### src/rtl/bth_pkg.sv
// ----------------------------------------------------------------------------
// bth_pkg
// Shared constants, codes and types of the binary transition histogram.
// ----------------------------------------------------------------------------
package bth_pkg;

    localparam int MAX_CELLS_DEF   = 64;
    localparam int COUNT_WIDTH_DEF = 32;
    localparam int BIN_COUNT       = 9;
    localparam int QUEUE_DEPTH     = 2;

    localparam int HALF_W   = 6;
    localparam int ONES_W   = 7;
    localparam int CELL_W   = 2;
    localparam int POS_W    = 6;
    localparam int SEL_W    = 4;
    localparam int OUT_W    = 32;

    localparam logic [HALF_W-1:0] HALF_RESET = 6'd32;

    localparam logic OP_RECORD = 1'b0;
    localparam logic OP_READ   = 1'b1;

    localparam int BIN_PAIR   = 0;
    localparam int BIN_FIRST  = 1;
    localparam int BIN_SECOND = 5;

    typedef struct packed {
        logic                 is_read;
        logic                 read_ok;
        logic [SEL_W-1:0]     sel;
        logic [BIN_COUNT-1:0] bump;
    } item_t;

    localparam int ITEM_W = $bits(item_t);

    typedef enum logic [1:0] {
        BACK_CLEAR,
        BACK_IDLE,
        BACK_APPLY
    } back_state_t;

    typedef struct packed {
        logic clearing;
        logic applying;
    } back_status_t;

endpackage

### src/rtl/bth_queue.sv
// ----------------------------------------------------------------------------
// bth_queue
// Short first-in first-out queue between the front and the back.
// ----------------------------------------------------------------------------
module bth_queue #(
    parameter int DATA_W = 16,
    parameter int DEPTH  = bth_pkg::QUEUE_DEPTH
) (
    input  logic              clk,
    input  logic              rst_n,
    input  logic              push,
    input  logic [DATA_W-1:0] push_data,
    input  logic              pop,
    output logic              pop_valid,
    output logic [DATA_W-1:0] pop_data,
    output logic              full
);

    localparam int PtrW = (DEPTH > 1) ? $clog2(DEPTH) : 1;
    localparam int CntW = $clog2(DEPTH + 1);

    logic [DATA_W-1:0] slot_reg [DEPTH];
    logic [PtrW-1:0]   wr_ptr_reg;
    logic [PtrW-1:0]   wr_ptr_next;
    logic [PtrW-1:0]   rd_ptr_reg;
    logic [PtrW-1:0]   rd_ptr_next;
    logic [CntW-1:0]   count_reg;
    logic [CntW-1:0]   count_next;

    function automatic logic [PtrW-1:0] advance(input logic [PtrW-1:0] ptr);
        logic [PtrW-1:0] res;
        res = (32'(ptr) == DEPTH - 1) ? '0 : ptr + 1'b1;
        return res;
    endfunction

    always_comb
    begin
        full        = (32'(count_reg) == DEPTH);
        pop_valid   = (count_reg != '0);
        pop_data    = slot_reg[rd_ptr_reg];
        wr_ptr_next = push ? advance(wr_ptr_reg) : wr_ptr_reg;
        rd_ptr_next = pop ? advance(rd_ptr_reg) : rd_ptr_reg;
        count_next  = count_reg + CntW'(push) - CntW'(pop);
    end

    always_ff @(posedge clk)
    begin
        if (push)
        begin
            slot_reg[wr_ptr_reg] <= push_data;
        end
    end

    always_ff @(posedge clk or negedge rst_n)
    begin
        if (!rst_n)
        begin
            wr_ptr_reg <= '0;
            rd_ptr_reg <= '0;
            count_reg  <= '0;
        end
        else
        begin
            wr_ptr_reg <= wr_ptr_next;
            rd_ptr_reg <= rd_ptr_next;
            count_reg  <= count_next;
        end
    end

    a_no_overflow: assert property (@(posedge clk) disable iff (!rst_n)
        full |-> !push)
        else $error("queue push while full");

    a_no_underflow: assert property (@(posedge clk) disable iff (!rst_n)
        pop |-> pop_valid)
        else $error("queue pop while empty");

endmodule

### config.mk
export PLATFORM = sky130hd
export DESIGN_NAME = bth_queue
export DESIGN_NICKNAME = d
export VERILOG_FILES = /design/src/rtl/bth_pkg.sv /design/src/rtl/bth_queue.sv
export SDC_FILE = /design/constraint.sdc
export NUM_CORES = 1
export LEC_CHECK = 0
export BUFFER_PORTS_ARGS = -buffer_cell sky130_fd_sc_hd__buf_2
export CAP_MARGIN = 30
export CORE_MARGIN = 3
export CORE_UTILIZATION = 45
export DETAILED_ROUTE_END_ITERATION = 8
export HOLD_SLACK_MARGIN = 0.06
export PLACE_DENSITY = 0.73
export SLEW_MARGIN = 10
export SYNTH_ARGS = -nofsm -noshare
export SYNTH_HDL_FRONTEND = slang
export SYNTH_SLANG_ARGS = --single-unit
### constraint.sdc
create_clock -name clk -period 1.55 [get_ports clk]
set_input_delay 0 -clock clk [delete_from_list [all_inputs] [get_ports clk]]
set_output_delay 0 -clock clk [all_outputs]
set_load 0.01 [all_outputs]
# After elaboration in Yosys (flattened, before gate mapping)
# Memory sizes are Yosys's and may differ from the RTL's.
# Cells that the tools add are included.
# word_totals
input_bits,20
ramBits,32
out_inout_bits,18
register_bits,4
memories,1
wordCells,14
# classes
eq_ne,1
n_reduce_logical,1
mux,4
add_sub_neg,4
# memory_table
memory,depth,width,rd,rd_clocked_by_memory_dff,write_ports,line_no,text
slot_reg,2,16,1,0,1,bth_queue.sv:22,logic [DATA_W-1:0] slot_reg [DEPTH];
# op_table
cell,count
1-bit two-way mux,4
"1-bit adder, second input constant",2
2-bit by 1-bit adder with 2-bit output,1
"2-bit equality test, second input constant",1
2-bit nonzero test,1
2-bit by 1-bit subtractor with 2-bit output,1

# Longest topological paths before layout
# depth
depth_word,2
mapped_depth,5
ltp_nobuf,5

# Worst setup path after synthesis
# Ideal clock, no wire load.
# synth_path
kind,register to register
from,register wr_ptr_reg
to,"memory slot_reg[0][0], enable pin"
setup_time_ps,390
synth_period_minus_slack_ps,1529
slack_ps,21
arrival_ps,1139
required_time_ps,1160
path_buffers,0
stages_incl_launch_ff,2
path_cell_list,dfrtp_1 nor2b_1
# synth_lines
element,line_no,text
start: declaration,bth_queue.sv:23,logic [PtrW-1:0] wr_ptr_reg;
start signal: assignment,bth_queue.sv:64,wr_ptr_reg <= wr_ptr_next;
end: declaration,bth_queue.sv:22,
# No word-level cell before the write port.

# Worst setup path in the final report
# layout_path
from,register rd_ptr_reg
to,output pop_data[7]
# layout_between
elab_chain_cells,1
# layout_rtl
element,line_no,text
start: declaration,bth_queue.sv:25,logic [PtrW-1:0] rd_ptr_reg;
start signal: assignment,bth_queue.sv:65,rd_ptr_reg <= rd_ptr_next;
memory read 2 x 16 bit,--,
end: declaration,bth_queue.sv:15,"output logic [DATA_W-1:0] pop_data,"
# No other way between the ends.

==> impl_metrics.toml <==
[global_route]
grt_max_degree = 17
grt_pass1_vias = 812
grt_use_total_pct = 13.7
grt_pass1_wl_mm = 3.56
grt_overflow = 0
antenna_found_initial = 0

[route]
antenna_left = 0
drtIter0Drc = 10
routedWlPerCell_um = 13.2
firstDrtPassIters = 4
via_per_inst = 4.46
num_vias = 771
routed_wl_mm = 2.29
drc = 0

[sta]
hold_viol_final = 0
drv_slew = 0
min_period_over_period_pct = 92.8
rsz0062_at_grt = "no"
finalClockSkew_ns = 0.00399
tightest_slew_ns = 0.333
period_minus_slack_ns = 1.44
setup_viol_count_final = 0
finalSetupTns_ns = 0
slew_headroom_pct = 77.7
clock.fmax_mhz = 695

[clocking]
cts_tree = "yes"
cts_root_buf = "clkbuf_4"
cts_buffers = 5
ctsLongestPathBuffers = 2
cts.sink_count = 36
clock_latency_ns = 0.33
clk_pin_slew_ns = 0.10
htreeDepth = 2
cts_setup_buffers = 0

[die]
core_area_um2 = 2880
die_w_um = 61.9
dieArea_um2 = 3830
start_util_pct = 48.8
rows = 19
pin_count = 38
die_y_um = 61.9

[power]
swShare_pct = 28.8
pwr-share-clk_pct = 15.5
ir_worst_vdd_uv = 1010
power_density_nw_per_um2 = 1520
pwr-share-seq_pct = 47.5
internal_power_w = 0.00207
switchingPower_w = 0.000838
leakagePower_nw = 0.794
comb_power_share_pct = 37.0

[logic_synthesis]
avgSynthCellArea_um2 = 21.6
synth_top_flop_cell = "edfxtp_1"
syn_nets = 87
yosys_warnings = 0
synth_top_area_share_pct = 68.4
ys_types = 13
synth_top_area_cell = "edfxtp_1"
ys_seq_area_share_pct = 75.5
synth_edf_count = 32
synth_common_cells = "edfxtp_1 (32), mux2_4 (9), mux2_2 (7), dfrtp_1 (4)"
synthTopCellsByArea = "edfxtp_1 (68%), mux2_4 (9.6%), dfrtp_1 (7.1%)"
synth-seq-cells = 36
async_flop_share_pct = 11.1
syn_area_um2 = 1410
yosysMostFrequentCell = "edfxtp_1"
synthCells = 65

[hold_path]
min_path_type = "primary input to flop"
hold_depth = 2

[critical_path]
crit_type = "flop to output pin"
cp.required_ns = 1.55
crit_arrival_ns = 1.44
r2r_cells = 5
setup.worst_path.start_class = "flop"
crit_fanout = 16
crit_path_end_kind = "output pin"

[placement]
port_buffers = 37
gp_congestion = 0.625
dp_hpwl_mm = 1.55
placedCellCount = 145
placed_cell_area_um2 = 1660

[layout]
fin_cells = 173
n_antenna_cell = 0
final_area_um2 = 1920
final_util_pct = 66.6
drive_gt1_share_pct = 49.6
final-seq-area_um2 = 1060
largest_reg_flops = 32
multi_input_area_um2 = 308
fillCellCount = 208
areaGrowthSynthToFinish_pct = 36.4
nets = 152

[run_status]
status = "completed"

[flow_run]
drv_cap = 0
==> cells by family (layout without fill, tap and decap cells) <==
family                     Yosys count  after routing  synth area share (%)
buffers and inverters                4             70                  2.76
adders and majority gates            2              2                  1.78
muxes                               16             16                  15.2
DFF                                 36             36                  75.5
xor gates and xnor gates             3              3                  2.94
and+or+nand+nor                      4              4                  1.78
==> worst paths after layout <==
check	from	to	slack [ns]
worst min-delay path	push_data[3]	slot_reg[0][3]$_DFFE_PP_	0.39
worst max register to register	count_reg[0]$_DFF_PN0_	count_reg[1]$_DFF_PN0_	0.35
worst min register to register	rd_ptr_reg$_DFFE_PN0P_	rd_ptr_reg$_DFFE_PN0P_	0.49
min in group asynchronous	rst_n	wr_ptr_reg$_DFFE_PN0P_	0.55
max in group asynchronous	rst_n	count_reg[0]$_DFF_PN0_	0.84
worst max-delay path	rd_ptr_reg$_DFFE_PN0P_	pop_data[7]	0.11
==> timing repair <==
item | in CTS | in global routing
hold buffers | 20 | 0
endpoints found under the hold margin | 39 | 0
gates resized for setup | 0 | 1
endpoints found under the setup margin | 0 | 7
==> stage by stage <==
| step | hold WS (ns) | setup slack [ns] | total power (W) |
|---|---|---|---|
| after floorplan | -0.296 | 0.0210 | 0.00213 |
| after global placement | -0.191 | 0.397 | 0.00242 |
| after detailed placement | -0.193 | 0.333 | 0.00246 |
| after CTS | 0.371 | 0.0287 | 0.00295 |
| after global routing | 0.385 | 0.0409 | 0.00309 |
| final | 0.391 | 0.112 | 0.00291 |
==> area by class of cell <==
class | instances | share of cell area, %
Clock buffer | 5 | 1.96
Clock inverter | 3 | 0.718
Inverter | 2 | 0.392
Multi-Input combinational cell | 25 | 16.1
Sequential cell | 36 | 55.4
Tap cell | 42 | 2.74
Timing Repair Buffer | 60 | 22.8
==> power by group through the flow <==
stage	Combinational [W]	Sequential, W	Clock, W
2_1_floorplan	0.000752	0.00138	0
5_1_grt	0.00118	0.00141	0.000504
3_5_place_dp	0.00105	0.00141	0
6_report	0.00108	0.00138	0.000450
3_3_place_gp	0.00103	0.00139	0
4_1_cts	0.00109	0.00138	0.000471
==> critical path, cell delays in order (launching register included) <==
cell,delay (ns)
dfrtp_1,0.39
buf_6,0.22
mux2_2,0.36
buf_2,0.14
==> layer usage <==
metal	routed length [um]	track usage (%)	up-vias
met2	1260	24.8	24
met1	854	14.0	365
met3	103	3.72	7
met4	71	8.18	0
li1	-	-	375
met5	0	0	-
==> layout by cell type, fill, tap and decap left out, types with 4 or more instances in the layout <==
| master | instances |
|---|---|
| dlygate4sd3_1 | 20 |
| buf_2 | 37 |
| mux2_4 | 9 |
| edfxtp_1 | 32 |
| mux2_2 | 7 |
| dfrtp_1 | 4 |
| clkbuf_4 | 5 |
Note: power is estimated with default switching activity, not from simulation.
