--- src/rtl/bth_pkg.sv ---
// ----------------------------------------------------------------------------
// bth_pkg
// Shared constants, codes and types of the binary transition histogram.
// ----------------------------------------------------------------------------
package bth_pkg;

    localparam int MAX_CELLS_DEF   = 64;
    localparam int COUNT_WIDTH_DEF = 32;
    localparam int BIN_COUNT       = 9;
    localparam int QUEUE_DEPTH     = 2;

    localparam int HALF_W   = 6;
    localparam int ONES_W   = 7;
    localparam int CELL_W   = 2;
    localparam int POS_W    = 6;
    localparam int SEL_W    = 4;
    localparam int OUT_W    = 32;

    localparam logic [HALF_W-1:0] HALF_RESET = 6'd32;

    localparam logic OP_RECORD = 1'b0;
    localparam logic OP_READ   = 1'b1;

    localparam int BIN_PAIR   = 0;
    localparam int BIN_FIRST  = 1;
    localparam int BIN_SECOND = 5;

    typedef struct packed {
        logic                 is_read;
        logic                 read_ok;
        logic [SEL_W-1:0]     sel;
        logic [BIN_COUNT-1:0] bump;
    } item_t;

    localparam int ITEM_W = $bits(item_t);

    typedef enum logic [1:0] {
        BACK_CLEAR,
        BACK_IDLE,
        BACK_APPLY
    } back_state_t;

    typedef struct packed {
        logic clearing;
        logic applying;
    } back_status_t;

endpackage

--- src/rtl/bth_front.sv ---
// ----------------------------------------------------------------------------
// bth_front
// Accepts command beats, holds the half length register and classifies each
// beat into a row address and a set of bins to bump or a bin to read.
// ----------------------------------------------------------------------------
module bth_front #(
    parameter int MAX_CELLS = bth_pkg::MAX_CELLS_DEF,
    parameter int ADDR_W    = 13
) (
    input  logic                        clk,
    input  logic                        rst_n,
    input  logic                        cfg_we,
    input  logic [bth_pkg::HALF_W-1:0]  cfg_data,
    input  logic                        start,
    input  logic                        busy,
    input  logic                        operation,
    input  logic [bth_pkg::ONES_W-1:0]  ones_before,
    input  logic [bth_pkg::ONES_W-1:0]  ones_after,
    input  logic [bth_pkg::CELL_W-1:0]  cell_before,
    input  logic [bth_pkg::CELL_W-1:0]  cell_after,
    input  logic [bth_pkg::POS_W-1:0]   cell_position,
    input  logic [bth_pkg::SEL_W-1:0]   bin_select,
    output logic                        push,
    output bth_pkg::item_t              push_item,
    output logic [ADDR_W-1:0]           push_addr
);

    localparam int RowCount = MAX_CELLS + 1;

    logic [bth_pkg::HALF_W-1:0] half_length_reg;
    logic [bth_pkg::HALF_W-1:0] half_length_next;
    logic                       in_table;
    logic                       cells_binary;
    logic [1:0]                 kind;
    logic                       in_first;
    logic                       in_second;

    always_comb
    begin
        half_length_next = cfg_we ? cfg_data : half_length_reg;
    end

    always_ff @(posedge clk or negedge rst_n)
    begin
        if (!rst_n)
        begin
            half_length_reg <= bth_pkg::HALF_RESET;
        end
        else
        begin
            half_length_reg <= half_length_next;
        end
    end

    always_comb
    begin
        in_table     = (32'(ones_before) < 32'(RowCount)) && (32'(ones_after) < 32'(RowCount));
        cells_binary = !cell_before[1] && !cell_after[1];
        kind         = {cell_before[0], cell_after[0]};
        in_first     = cell_position < half_length_reg;
        in_second    = !in_first && ({1'b0, cell_position} < {half_length_reg, 1'b0});

        push_addr = ADDR_W'(ones_before) * ADDR_W'(RowCount) + ADDR_W'(ones_after);

        push_item.is_read = (operation == bth_pkg::OP_READ);
        push_item.read_ok = in_table && (32'(bin_select) < 32'(bth_pkg::BIN_COUNT));
        push_item.sel     = push_item.read_ok ? bin_select : '0;
        push_item.bump    = '0;
        if (!push_item.is_read)
        begin
            push_item.bump[bth_pkg::BIN_PAIR] = (cell_position == '0);
            for (int k = 0; k < 4; k++)
            begin
                if (cells_binary && (32'(kind) == k))
                begin
                    push_item.bump[bth_pkg::BIN_FIRST + k]  = in_first;
                    push_item.bump[bth_pkg::BIN_SECOND + k] = in_second;
                end
            end
        end

        // drop record beats that fall outside the table
        push = start && !busy && (push_item.is_read || in_table);
    end

endmodule

--- config.mk ---
export PLATFORM = sky130hd
export DESIGN_NAME = bth_front
export DESIGN_NICKNAME = d
export VERILOG_FILES = /design/src/rtl/bth_pkg.sv /design/src/rtl/bth_front.sv
export SDC_FILE = /design/constraint.sdc
export NUM_CORES = 1
export LEC_CHECK = 0
export BUFFER_PORTS_ARGS = -buffer_cell sky130_fd_sc_hd__buf_2
export CAP_MARGIN = 30
export CORE_MARGIN = 2
export CORE_UTILIZATION = 40
export DETAILED_ROUTE_END_ITERATION = 8
export PLACE_DENSITY = 0.77
export SLEW_MARGIN = 10
export SYNTH_ARGS = -nofsm -noshare
export SYNTH_HDL_FRONTEND = slang
export SYNTH_SLANG_ARGS = --single-unit
export TNS_END_PERCENT = 30
--- constraint.sdc ---
create_clock -name clk -period 2.1 [get_ports clk]
set_input_delay 0.105 -clock clk [delete_from_list [all_inputs] [get_ports clk]]
set_output_delay 0.105 -clock clk [all_outputs]
set_load 0.005 [all_outputs]
* Word level (Yosys, flattened, before mapping)
Cells that the tools add are included.
** Word-level totals
- Input port bits :: 40
- Register bits after elaboration :: 6
- Word-level logic and storage cells :: 38
** Operators by class
- Magnitude comparators :: 5
- Equality and inequality tests :: 3
- Add/sub/neg operators :: 1
- Muxes and demuxes :: 10
- Reduce and logical (&&, ||, !) cells :: 17
- Multiply operators :: 1
** Operator list (number)
- $lt A7 B7 Y1 const B :: 2
- $add A13 B7 Y13 :: 1
- $mul A7 B7 Y13 const B :: 1
- $logic_and A1 B1 Y1 :: 10
- $mux W9 :: 1
- $mux W1 :: 8
- $lt A6 B7 Y1 :: 1
- $logic_not A6 Y1 :: 1
- $lt A6 B6 Y1 :: 1
- $eq A2 B2 Y1 const B :: 2
- $logic_not A1 Y1 :: 4
- $lt A4 B4 Y1 const B :: 1
- $mux W4 :: 1
- $eq A2 B1 Y1 const B :: 1
- $logic_not A2 Y1 :: 1
- $logic_or A1 B1 Y1 :: 1

* Longest topological paths before layout
Gate-level depths: netlist of run 1.
- Word-level depth :: 5
- Depth in mapped cells :: 10

* Least setup slack after synthesis of run 1
No wires, ideal clock.
- Path kind :: input -> output
- Start :: in ones_before[6] (netlist name)
- End :: out push_addr[9]
- Data arrival time :: 2.000 ns
- Buffers on the path :: 0
- Stages on the path :: 10
- Data required time :: 1.995 ns
- Path slack :: -0.005 ns
- Cells stage by stage :: ha_1 > ha_1 > inv_1 > fa_1 > inv_1 > ha_1 > o21ai_0 > nand2_1 > a21boi_0 > xor2_1
** Between the ends
- Word-level cells in the longest chain between the ends :: 2
** Ends and longest elaborated chain
- start, declared :: RTL line bth_front.sv:17 : input logic [bth_pkg::ONES_W-1:0] ones_before,
- $mul A7 B7 Y13 :: RTL line bth_front.sv:63 : push_addr = ADDR_W'(ones_before) * ADDR_W'(RowCount) + ADDR_W'(ones_after);
- $add A13 B7 Y13 :: RTL line bth_front.sv:63
- end, declared :: RTL line bth_front.sv:25 : output logic [ADDR_W-1:0] push_addr
No other way between the ends.

* Final worst setup path of run 1
Ends and elaborated chain as after synthesis.

==> flow_metrics.tcl, run 1 <==
set metrics [dict create \
    end_of_the_worst_hold_path "half_length_reg[1]" \
    layout-area-overhead-vs-synth_pct 67.67 \
    tritoncts_clock_tree "built" \
    global_route_wire_length_before_repair_um 5319 \
    numClockSinks 6 \
    syn_area_per_cell_sq_um 8.288 \
    synth-edff-count 0 \
    power-per-cell-area_nw_per_um2 407.7 \
    yosys.area_share.simple_pct 22.48 \
    synth_top_family_by_area "adder cells" \
    synth_compound_area_share_pct 16.92 \
    setup-violations-final 4 \
    detail_route.wl_per_cell_um 13.47 \
    post-route-drc-count 0 \
    fraction_of_layout_instances_using_a_drive_strength_above_1_pct 53.71 \
    top_level_ports 69 \
    kind_of_launch_point_of_the_worst_setup_path "input port" \
    num-fill-cells 210 \
    peakVddDrop_v 0.0004267 \
    tightestPinTransition_ps 552.7 \
    crit_path_cell_trace "buf_8, ha_4, ha_4, inv_2, fa_1, inv_2, ha_4, o21ai_4, nand2_2, a21boi_2, xor2_1, buf_2" \
    detailedPlacementHpwl_um 2588 \
    postLayoutSetupSlackWorst_ps -73.84 \
    die-area_sq_um 3370 \
    worst-setup-path-type "input port to output pin" \
    largest_register_ff_count 6 \
    synth.area.mux_share_pct 0.9636 \
    synth_top_cell_by_area "ha_1" \
    io_buffers 68 \
    initial_utilization_pct 42.38 \
    multi_input_comb_area_sq_um 1180 \
    timing.hold.worst.class "input port to flip-flop" \
    fin_crit_ps 2174 \
    drt-total-wl_um 3501 \
    power_leakage_uw 0.0009881 \
    synth_adder_area_share_pct 35.55 \
    slew-limit-headroom_pct 63.15 \
    design.core.area_sq_um 2758 \
    worst_path_bufs_invs 4 \
    die-width_um 58.05 \
    dr.first_iter.drc_count 47 \
    reg2reg_depth 2 \
    gate_count_after_technology_mapping 141 \
    min-delay-start "cfg_data[1]" \
    post_cts.repair.setup_buffers 0 \
    setup_repair_after_global_routing_missed_its_margin "yes" \
    netlist-cell-type-count 39 \
    cts_inserted_buffers 3 \
    critPathTopFamily "adder cells" \
    crit_slowest_cell "fa_1" \
    fin_cells 260 \
    finalSetupTns_ps -232.2 \
    status "finished with violations" \
    critPathMaxStageDelay_ps 480 \
    drv_cap 0 \
    yosys-top-cells-area "ha_1 (32%), dfrtp_1 (11%), nand2_1 (4.5%)" \
    number_of_global_route_vias_before_repair 1290 \
    synth_xor_xnor_area_share_pct 5.996 \
    synth.yosys.seq_area_share_pct 12.96 \
    routed_via_density 5.404 \
    worst_r2r_endpoint "half_length_reg[5]" \
    syn-num-nets 213 \
    synthFlopType "dfrtp_1" \
    placed_cells 255 \
    clock_skew_ps 0 \
    final_nets 302 \
    worst-path-stages 12 \
    synth_commonest_cells "ha_1 (30), nand2_1 (14), inv_1 (13), o21ai_0 (10), a21oi_1 (8)" \
    global_route_total_overflow 0 \
    timing_hold_violations_final 0 \
    globalplace.congestion 0.8556 \
    clk_root_buffer_cell "clkbuf_4" \
    worst_hold_slack_ps 65.22 \
    period_share_pct 103.5 \
    antenna_violations_before_repair 0 \
    cp_data_arrival_time_ps 2070 \
    cts_buffer_depth 2 \
    timing.reg2reg.setup_slack_ps 1290 \
    route.antenna.remaining_nets 0 \
    yosys.cell_count.top_type "ha_1" \
    die_h_um 58.05 \
    clk_transition_reported_paths_ps 50 \
    row_count 19 \
    holdPathStages 3 \
    crit_fanout 4 \
    vias 1405 \
    storage_cell_area_sq_um 151.4 \
    synthArstFlopShare_pct 100.0 \
    p_total_uw 798.8 \
    drt_pass1_iterations 5 \
    synth_top_area_share_pct 32.12 \
    antennaDiodeCount 0 \
    final_max_slew_viol_count 0 \
    cpMostUsedCell "ha_4" \
    failed_checks "setup timing" \
    ctsHtreeMaxLevel 1 \
    timing.fmax_mhz 460.0 \
    synth_seq_cells 6 \
    worstSkewPairLatency_ps 250 \
    crit_path_end_kind "output pin" \
    grt_start_max_net_pins 12 \
    worst_ep_required_time_ps 2000 \
    grtUsageTotal_pct 19.91 \
    yosysWarningCount 0 \
    regToRegStartpoint "half_length_reg[5]" \
    synth_area_sq_um 1169 \
]
==> report_power, final <==
| part | internal, uW | leakage (uW) | switching, uW |
|---|---|---|---|
| combinational | 291 | 0.000902 | 261 |
| clock | 72.1 | 0.0000150 | 43.2 |
| sequential | 128 | 0.0000708 | 3.89 |
| total | 491 | 0.000988 | 308 |
==> repair_timing <==
item | in CTS | in global routing
endpoints found under the hold margin | 6 | 0
pin swaps | 18 | 5
resized for setup | 35 | 15
endpoints found under the setup margin | 9 | 13
hold buffers | 1 | 0
==> tightest hold or removal path: stages <==
cell and delay [ps]:
buf_2 70, nand2_1 40, o21ai_0 60
==> how the worst max path moves through the flow <==
stage | start | to
finish | ones_before[6] | push_addr[9]
floorplan | ones_before[6] | push_addr[11]
global route | ones_before[6] | push_addr[11]
detailed placement | ones_before[6] | push_addr[11]
global placement | ones_before[6] | push_addr[11]
CTS | ones_before[6] | push_addr[11]
==> layout by cell type, fill, tap and decap left out, types with 5 or more instances in the layout <==
cell,count
ha_1,17
dfrtp_1,5
buf_4,17
xnor2_1,5
inv_1,10
o21ai_0,6
buf_2,64
nand2_1,13
ha_4,11
==> routing by layer <==
metal  GRT usage [%]  vias up  routed length (um)
li1                -      696                   -
met1           22.54      639                1398
met2           39.45       60                1837
met3           1.116       10                 173
met4           5.648        0                  92
met5               0        -                   0
==> final cells by class <==
class | instances | area share, %
Inverter | 13 | 2.490
Multi-Input combinational cell | 120 | 60.22
Sequential cell | 6 | 7.727
Tap cell | 31 | 1.980
Clock buffer | 4 | 1.341
Timing Repair Buffer | 86 | 26.25
==> stage by stage <==
step | utilization, % | setup WS, ps | instance area, sq um
after global routing | 71.05 | -136.1 | 1959
after detailed placement | 60.34 | -330.3 | 1664
after CTS | 68.56 | -29.00 | 1891
final | 71.05 | -73.84 | 1959
after floorplan | - | 14.24 | 1169
after global placement | 60.34 | -331.7 | 1664
==> cell families (layout without fill, tap and decap cells) <==
| family | count (synthesis) | after routing |
|---|---|---|
| compound gates | 31 | 31 |
| xor+xnor | 8 | 8 |
| fa+ha+maj | 32 | 32 |
| buf+inv | 15 | 103 |
| flops | 6 | 6 |
| mux | 1 | 1 |
| simple gates | 48 | 48 |
Power figures use the tool's default switching activity.
==> inputs of run 2 (changes only) <==
- CORE_UTILIZATION: 40 -> 41
- CTS_BUF_LIST: unset -> sky130_fd_sc_hd__clkbuf_4 sky130_fd_sc_hd__clkbuf_8
- PLACE_DENSITY: 0.77 -> 0.79
==> run 2 against run 1 <==
Effect of this change: the run still ends with setup timing left; design area rose by 3.9%; sequential power about the same; sequential share of layout area decreased by 0.29 points; sequential cell count unchanged; critical path depth unchanged; combinational power grew 9.1%; clock skew stayed put; final cell count is 2.7% higher; first-iteration DRC count grew 57%; register-to-register slack worse by 40 ps; worst setup slack worse by 41 ps; non-clock buffer count is 7 higher; critical endpoint is now push_addr[11].
==> flow_metrics.tcl, run 2 (synthesized netlist as in run 1, its figures left out) <==
set metrics [dict create \
    clk_root_buffer_cell "clkbuf_4" \
    die_h_um 57.39 \
    detail_route.wl_per_cell_um 14.38 \
    reg2reg_depth 2 \
    die-width_um 57.39 \
    crit_path_cell_trace "buf_8, ha_4, ha_4, inv_2, fa_1, inv_2, ha_4, o21ai_4, a21oi_2, a21boi_2, xor2_1, buf_2" \
    slew-limit-headroom_pct 66.62 \
    post-route-drc-count 0 \
    drt_pass1_iterations 4 \
    comb_power_share_pct 69.7 \
    global_route_wire_length_before_repair_um 6251 \
    cpMostUsedCell "ha_4" \
    tightestPinTransition_ps 500.7 \
    routed_via_density 5.438 \
    crit_path_end_kind "output pin" \
    worst_ep_required_time_ps 2000 \
    clk_transition_reported_paths_ps 50 \
    drv_cap 0 \
    power_leakage_uw 0.001035 \
    globalplace.congestion 0.9177 \
    fraction_of_layout_instances_using_a_drive_strength_above_1_pct 57.20 \
    dr.first_iter.drc_count 74 \
    cts_inserted_buffers 3 \
    fin_crit_ps 2215 \
    worst_r2r_endpoint "half_length_reg[5]" \
    end_of_the_worst_hold_path "half_length_reg[2]" \
    crit_fanout 2 \
    timing.fmax_mhz 451.5 \
    detailedPlacementHpwl_um 2722 \
    postLayoutSetupSlackWorst_ps -114.9 \
    top_level_ports 69 \
    worst_hold_slack_ps 53.57 \
    clock_skew_ps 0 \
    fin_cells 267 \
    kind_of_launch_point_of_the_worst_setup_path "input port" \
    peakVddDrop_v 0.0003574 \
    internal_power_uw 530.8 \
    status "finished with violations" \
    worstSkewPairLatency_ps 250 \
    timing.hold.worst.class "input port to flip-flop" \
    io_buffers 68 \
    p_clk_share_pct 15.0 \
    setup-violations-final 6 \
    num-fill-cells 193 \
    global_route_total_overflow 0 \
    power.share.switching_pct 38.56 \
    final_max_slew_viol_count 0 \
    regToRegStartpoint "half_length_reg[5]" \
    critPathMaxStageDelay_ps 500 \
    number_of_global_route_vias_before_repair 1441 \
    initial_utilization_pct 42.75 \
    grtUsageTotal_pct 24.04 \
    drt-total-wl_um 3839 \
    largest_register_ff_count 6 \
    layout-area-overhead-vs-synth_pct 74.20 \
    crit_slowest_cell "fa_1" \
    holdPathStages 3 \
    ctsHtreeMaxLevel 1 \
    min-delay-start "cfg_data[2]" \
    power-per-cell-area_nw_per_um2 424.4 \
    design.core.area_sq_um 2734 \
    final_nets 309 \
    worst-setup-path-type "input port to output pin" \
    antennaDiodeCount 0 \
    mostFrequentLayoutCells "buf_2 (66), buf_4 (23), ha_1 (18)" \
    crit_start "ones_before[6]" \
    p_sw_uw 333.1 \
    vias 1452 \
    numClockSinks 6 \
    cp_data_arrival_time_ps 2110 \
    failed_checks "setup timing" \
    timing_hold_violations_final 0 \
    worst_path_bufs_invs 4 \
    grt_start_max_net_pins 12 \
    period_share_pct 105.5 \
    die-area_sq_um 3294 \
    cts_buffer_depth 2 \
    row_count 19 \
    antenna_violations_before_repair 0 \
    layout_commonest_cell "buf_2" \
    route.antenna.remaining_nets 0 \
    finalSetupTns_ps -496.1 \
    critPathTopFamily "adder cells" \
    placed_cells 259 \
    setup_repair_after_global_routing_missed_its_margin "yes" \
    timing.reg2reg.setup_slack_ps 1250 \
    sequentialPowerShare_pct 15.4 \
    tritoncts_clock_tree "built" \
]
==> run 2: stage by stage <==
step                      instance area [sq um]  setup slack [ps]  power (uW)  util [%]
final                                      2036            -114.9       864.0     74.46
after global routing                       2036            -210.3       940.2     74.46
after CTS                                  1941            -67.32       796.9     70.98
after detailed placement                   1694            -319.0       574.3     61.97
after global placement                     1694            -297.7       562.7     61.97
after floorplan                            1169             14.24       361.9         -
==> run 2: worst max path at each step <==
stage                    end  slack (ps)  cells past startpoint
2_1_floorplan  push_addr[11]          10                      8
4_1_cts         push_addr[9]         -70                     12
3_3_place_gp    push_addr[9]        -300                     10
5_1_grt        push_addr[11]        -210                     12
3_5_place_dp    push_addr[9]        -320                     10
6_report       push_addr[11]        -110                     12
==> run 2: per-layer routing <==
layer	track usage [%]	part of all wire [%]	up-vias
li1	-	-	706
met1	28.17	41	680
met4	10.30	3.2	0
met2	43.83	52	55
met5	0	0	-
met3	2.494	4.0	11
==> run 2: what timing repair did <==
| item | 4_1_cts | 5_1_grt |
|---|---|---|
| hold endpoints to repair | 6 | 0 |
| gates resized for setup | 34 | 19 |
| pin swaps | 18 | 7 |
| hold buffers | 1 | 0 |
| endpoints found under the setup margin | 11 | 13 |
| buffers inserted | 1 | 2 |
==> run 2: cell type report <==
class                   instances  area [sq um]  area share, %
clock buffers                   4         30.03          1.475
inverters                      13         48.80          2.397
multi-input cells             120          1216          59.74
flip-flops and latches          6         151.4          7.437
well taps                      31         38.79          1.905
repair buffers                 93         550.5          27.04
==> run 2: power by group through the flow <==
stage | sequential [uW] | combinational [uW] | clock (uW)
2_1_floorplan | 132 | 230 | 0
3_3_place_gp | 133 | 430 | 0
3_5_place_dp | 133 | 441 | 0
4_1_cts | 131 | 531 | 135
5_1_grt | 134 | 657 | 150
6_report | 133 | 602 | 129
==> run 2: worst min-delay path: cells and delay by family <==
kind | cells | cell delay (ps)
buffers and inverters | 1 | 70
AO/OA/AOI/OAI | 1 | 60
AND/OR/NAND/NOR | 1 | 30
==> inputs of run 3 (changes only) <==
- CORE_MARGIN: 2 -> 1
==> run 3 against run 2 <==
Effect of this change: sequential share of layout area increased by 0.12 points; utilization increased by 2.9 points; critical path depth unchanged; the flow still finishes with violations (setup timing); maximum frequency increased by 2.2%; worst hold slack improved by 23 ps; register-to-register slack improved by 30 ps; die area decreased by 6.8%; global-route usage decreased by 2.7 points; design area decreased by 1.5%; non-clock buffer count decreased by 1; combinational power decreased by 8.0%.
==> flow_metrics.tcl, run 3 (synthesized netlist as in run 1, its figures left out) <==
set metrics [dict create \
    post_cts.repair.setup_buffers 0 \
    final_core_utilization_pct 77.39 \
    dr.first_iter.drc_count 29 \
    dp_slack_ps -321.8 \
    drt-total-wl_um 3460 \
    ctsHtreeMaxLevel 1 \
    clk_root_buffer_cell "clkbuf_4" \
    layout-area-overhead-vs-synth_pct 71.52 \
    grtUsageMet1_pct 26.93 \
    global_route_total_overflow 0 \
    power.share.switching_pct 37.08 \
    period_share_pct 103.2 \
    timing.fmax_mhz 461.3 \
    timing_hold_violations_final 0 \
    clock_skew_ps 0 \
    die_h_um 55.39 \
    design.core.area_sq_um 2590 \
    grt_start_max_net_pins 12 \
    crit_fanout 3 \
    die-area_sq_um 3068 \
    timing.hold.worst.class "input port to flip-flop" \
    power_leakage_uw 0.001017 \
    io_buffers 68 \
    final_max_slew_viol_count 0 \
    antennaDiodeCount 0 \
    use_met3_pct 1.639 \
    detailedPlacementHpwl_um 2564 \
    worst-setup-path-type "input port to output pin" \
    row_count 18 \
    grtUsageTotal_pct 21.35 \
    internal_power_uw 509.3 \
    vias 1356 \
    crit_path_end_kind "output pin" \
    min-delay-start "cfg_data[1]" \
    regToRegStartpoint "half_length_reg[5]" \
    drv_cap 0 \
    globalplace.congestion 0.8031 \
    slew-limit-headroom_pct 66.52 \
    detail_route.wl_per_cell_um 13.06 \
    cts_inserted_buffers 3 \
    worstSkewPairLatency_ps 240 \
    p_sw_uw 300.1 \
    fin_crit_ps 2168 \
    final_nets 308 \
    layout_commonest_cell "buf_2" \
    numClockSinks 6 \
    p_clk_share_pct 15.2 \
    failed_checks "setup timing" \
    power-per-cell-area_nw_per_um2 403.8 \
    top_level_ports 69 \
    setup_repair_after_global_routing_missed_its_margin "yes" \
    global_route_wire_length_before_repair_um 5464 \
    post-route-drc-count 0 \
    num-fill-cells 183 \
    route.antenna.remaining_nets 0 \
    cts_buffer_depth 2 \
    status "finished with violations" \
    kind_of_launch_point_of_the_worst_setup_path "input port" \
    postLayoutSetupSlackWorst_ps -67.80 \
    routed_via_density 5.117 \
    sequentialPowerShare_pct 16.4 \
    mostFrequentLayoutCells "buf_2 (64), buf_4 (23), ha_1 (16)" \
    setup-violations-final 2 \
    worst_ep_required_time_ps 2000 \
    comb_power_share_pct 68.4 \
    cp_data_arrival_time_ps 2060 \
    antenna_violations_before_repair 0 \
    met2_usage_pct 39.93 \
    crit_start "ones_before[6]" \
    number_of_global_route_vias_before_repair 1314 \
    tightestPinTransition_ps 502.2 \
    initial_utilization_pct 45.12 \
    clk_transition_reported_paths_ps 50 \
    fraction_of_layout_instances_using_a_drive_strength_above_1_pct 54.89 \
    peakVddDrop_v 0.0003600 \
    drt_pass1_iterations 6 \
    grt.busiest_layer "met2" \
    die-width_um 55.39 \
    largest_register_ff_count 6 \
    tritoncts_clock_tree "built" \
]
==> run 3: worst paths after layout <==
path | endpoint | slack [ps] | cells after the start
max in group asynchronous | half_length_reg[5] | 1660 | 2
hold / removal | half_length_reg[1] | 80 | 3
min in group asynchronous | half_length_reg[0] | 210 | 2
setup / recovery | push_addr[9] | -70 | 12
setup reg to reg | half_length_reg[5] | 1280 | 2
hold reg to reg | half_length_reg[5] | 540 | 2
==> run 3: layer usage <==
layer,routed length (um),part of all wire (%)
met1,1449,42
met2,1846,53
met3,106,3.1
met4,58,1.7
met5,0,0
==> run 3: layout make-up <==
class	instances	area, sq um	share of cell area [%]
Clock buffer	4	30.03	1.498
Timing Repair Buffer	92	551.8	27.53
Multi-Input combinational cell	120	1185	59.11
Sequential cell	6	151.4	7.553
Inverter	13	48.80	2.434
Tap cell	30	37.54	1.873
==> run 3: power groups by stage <==
stage | sequential [uW] | clock, uW | combinational (uW)
floorplan | 132 | 0 | 230
global placement | 133 | 0 | 426
detailed placement | 134 | 0 | 434
CTS | 132 | 128 | 514
global route | 133 | 136 | 609
finish | 133 | 123 | 554
==> run 3: through the flow <==
step / hold WS, ps / setup TNS [ps] / total power, uW / cells / area (sq um)
3_5_place_dp: -65.83 / -1659 / 568.1 / 260 / 1708
4_1_cts: 72.57 / -30.90 / 773.5 / 265 / 1941
3_3_place_gp: -68.59 / -1503 / 559.3 / 260 / 1708
6_report: 76.58 / -125.6 / 809.5 / 265 / 2004
2_1_floorplan: -190.6 / 0 / 361.9 / 141 / 1169
5_1_grt: 88.92 / -365.0 / 878.9 / 265 / 2004
==> run 3: critical path, cell delays in order <==
cell and delay [ps]:
buf_6 100, ha_4 260, ha_4 110, inv_2 30, fa_1 490, inv_2 50
ha_4 160, buf_4 130, a21oi_2 240, a21boi_4 90, xor2_1 160, buf_2 130
==> run 3: repair_timing <==
item                                   CTS  global route
gates resized for setup                 35            10
endpoints found under the hold margin    6             0
pin swaps                               18            10
setup endpoints to repair                9            14
hold buffers                             1             0
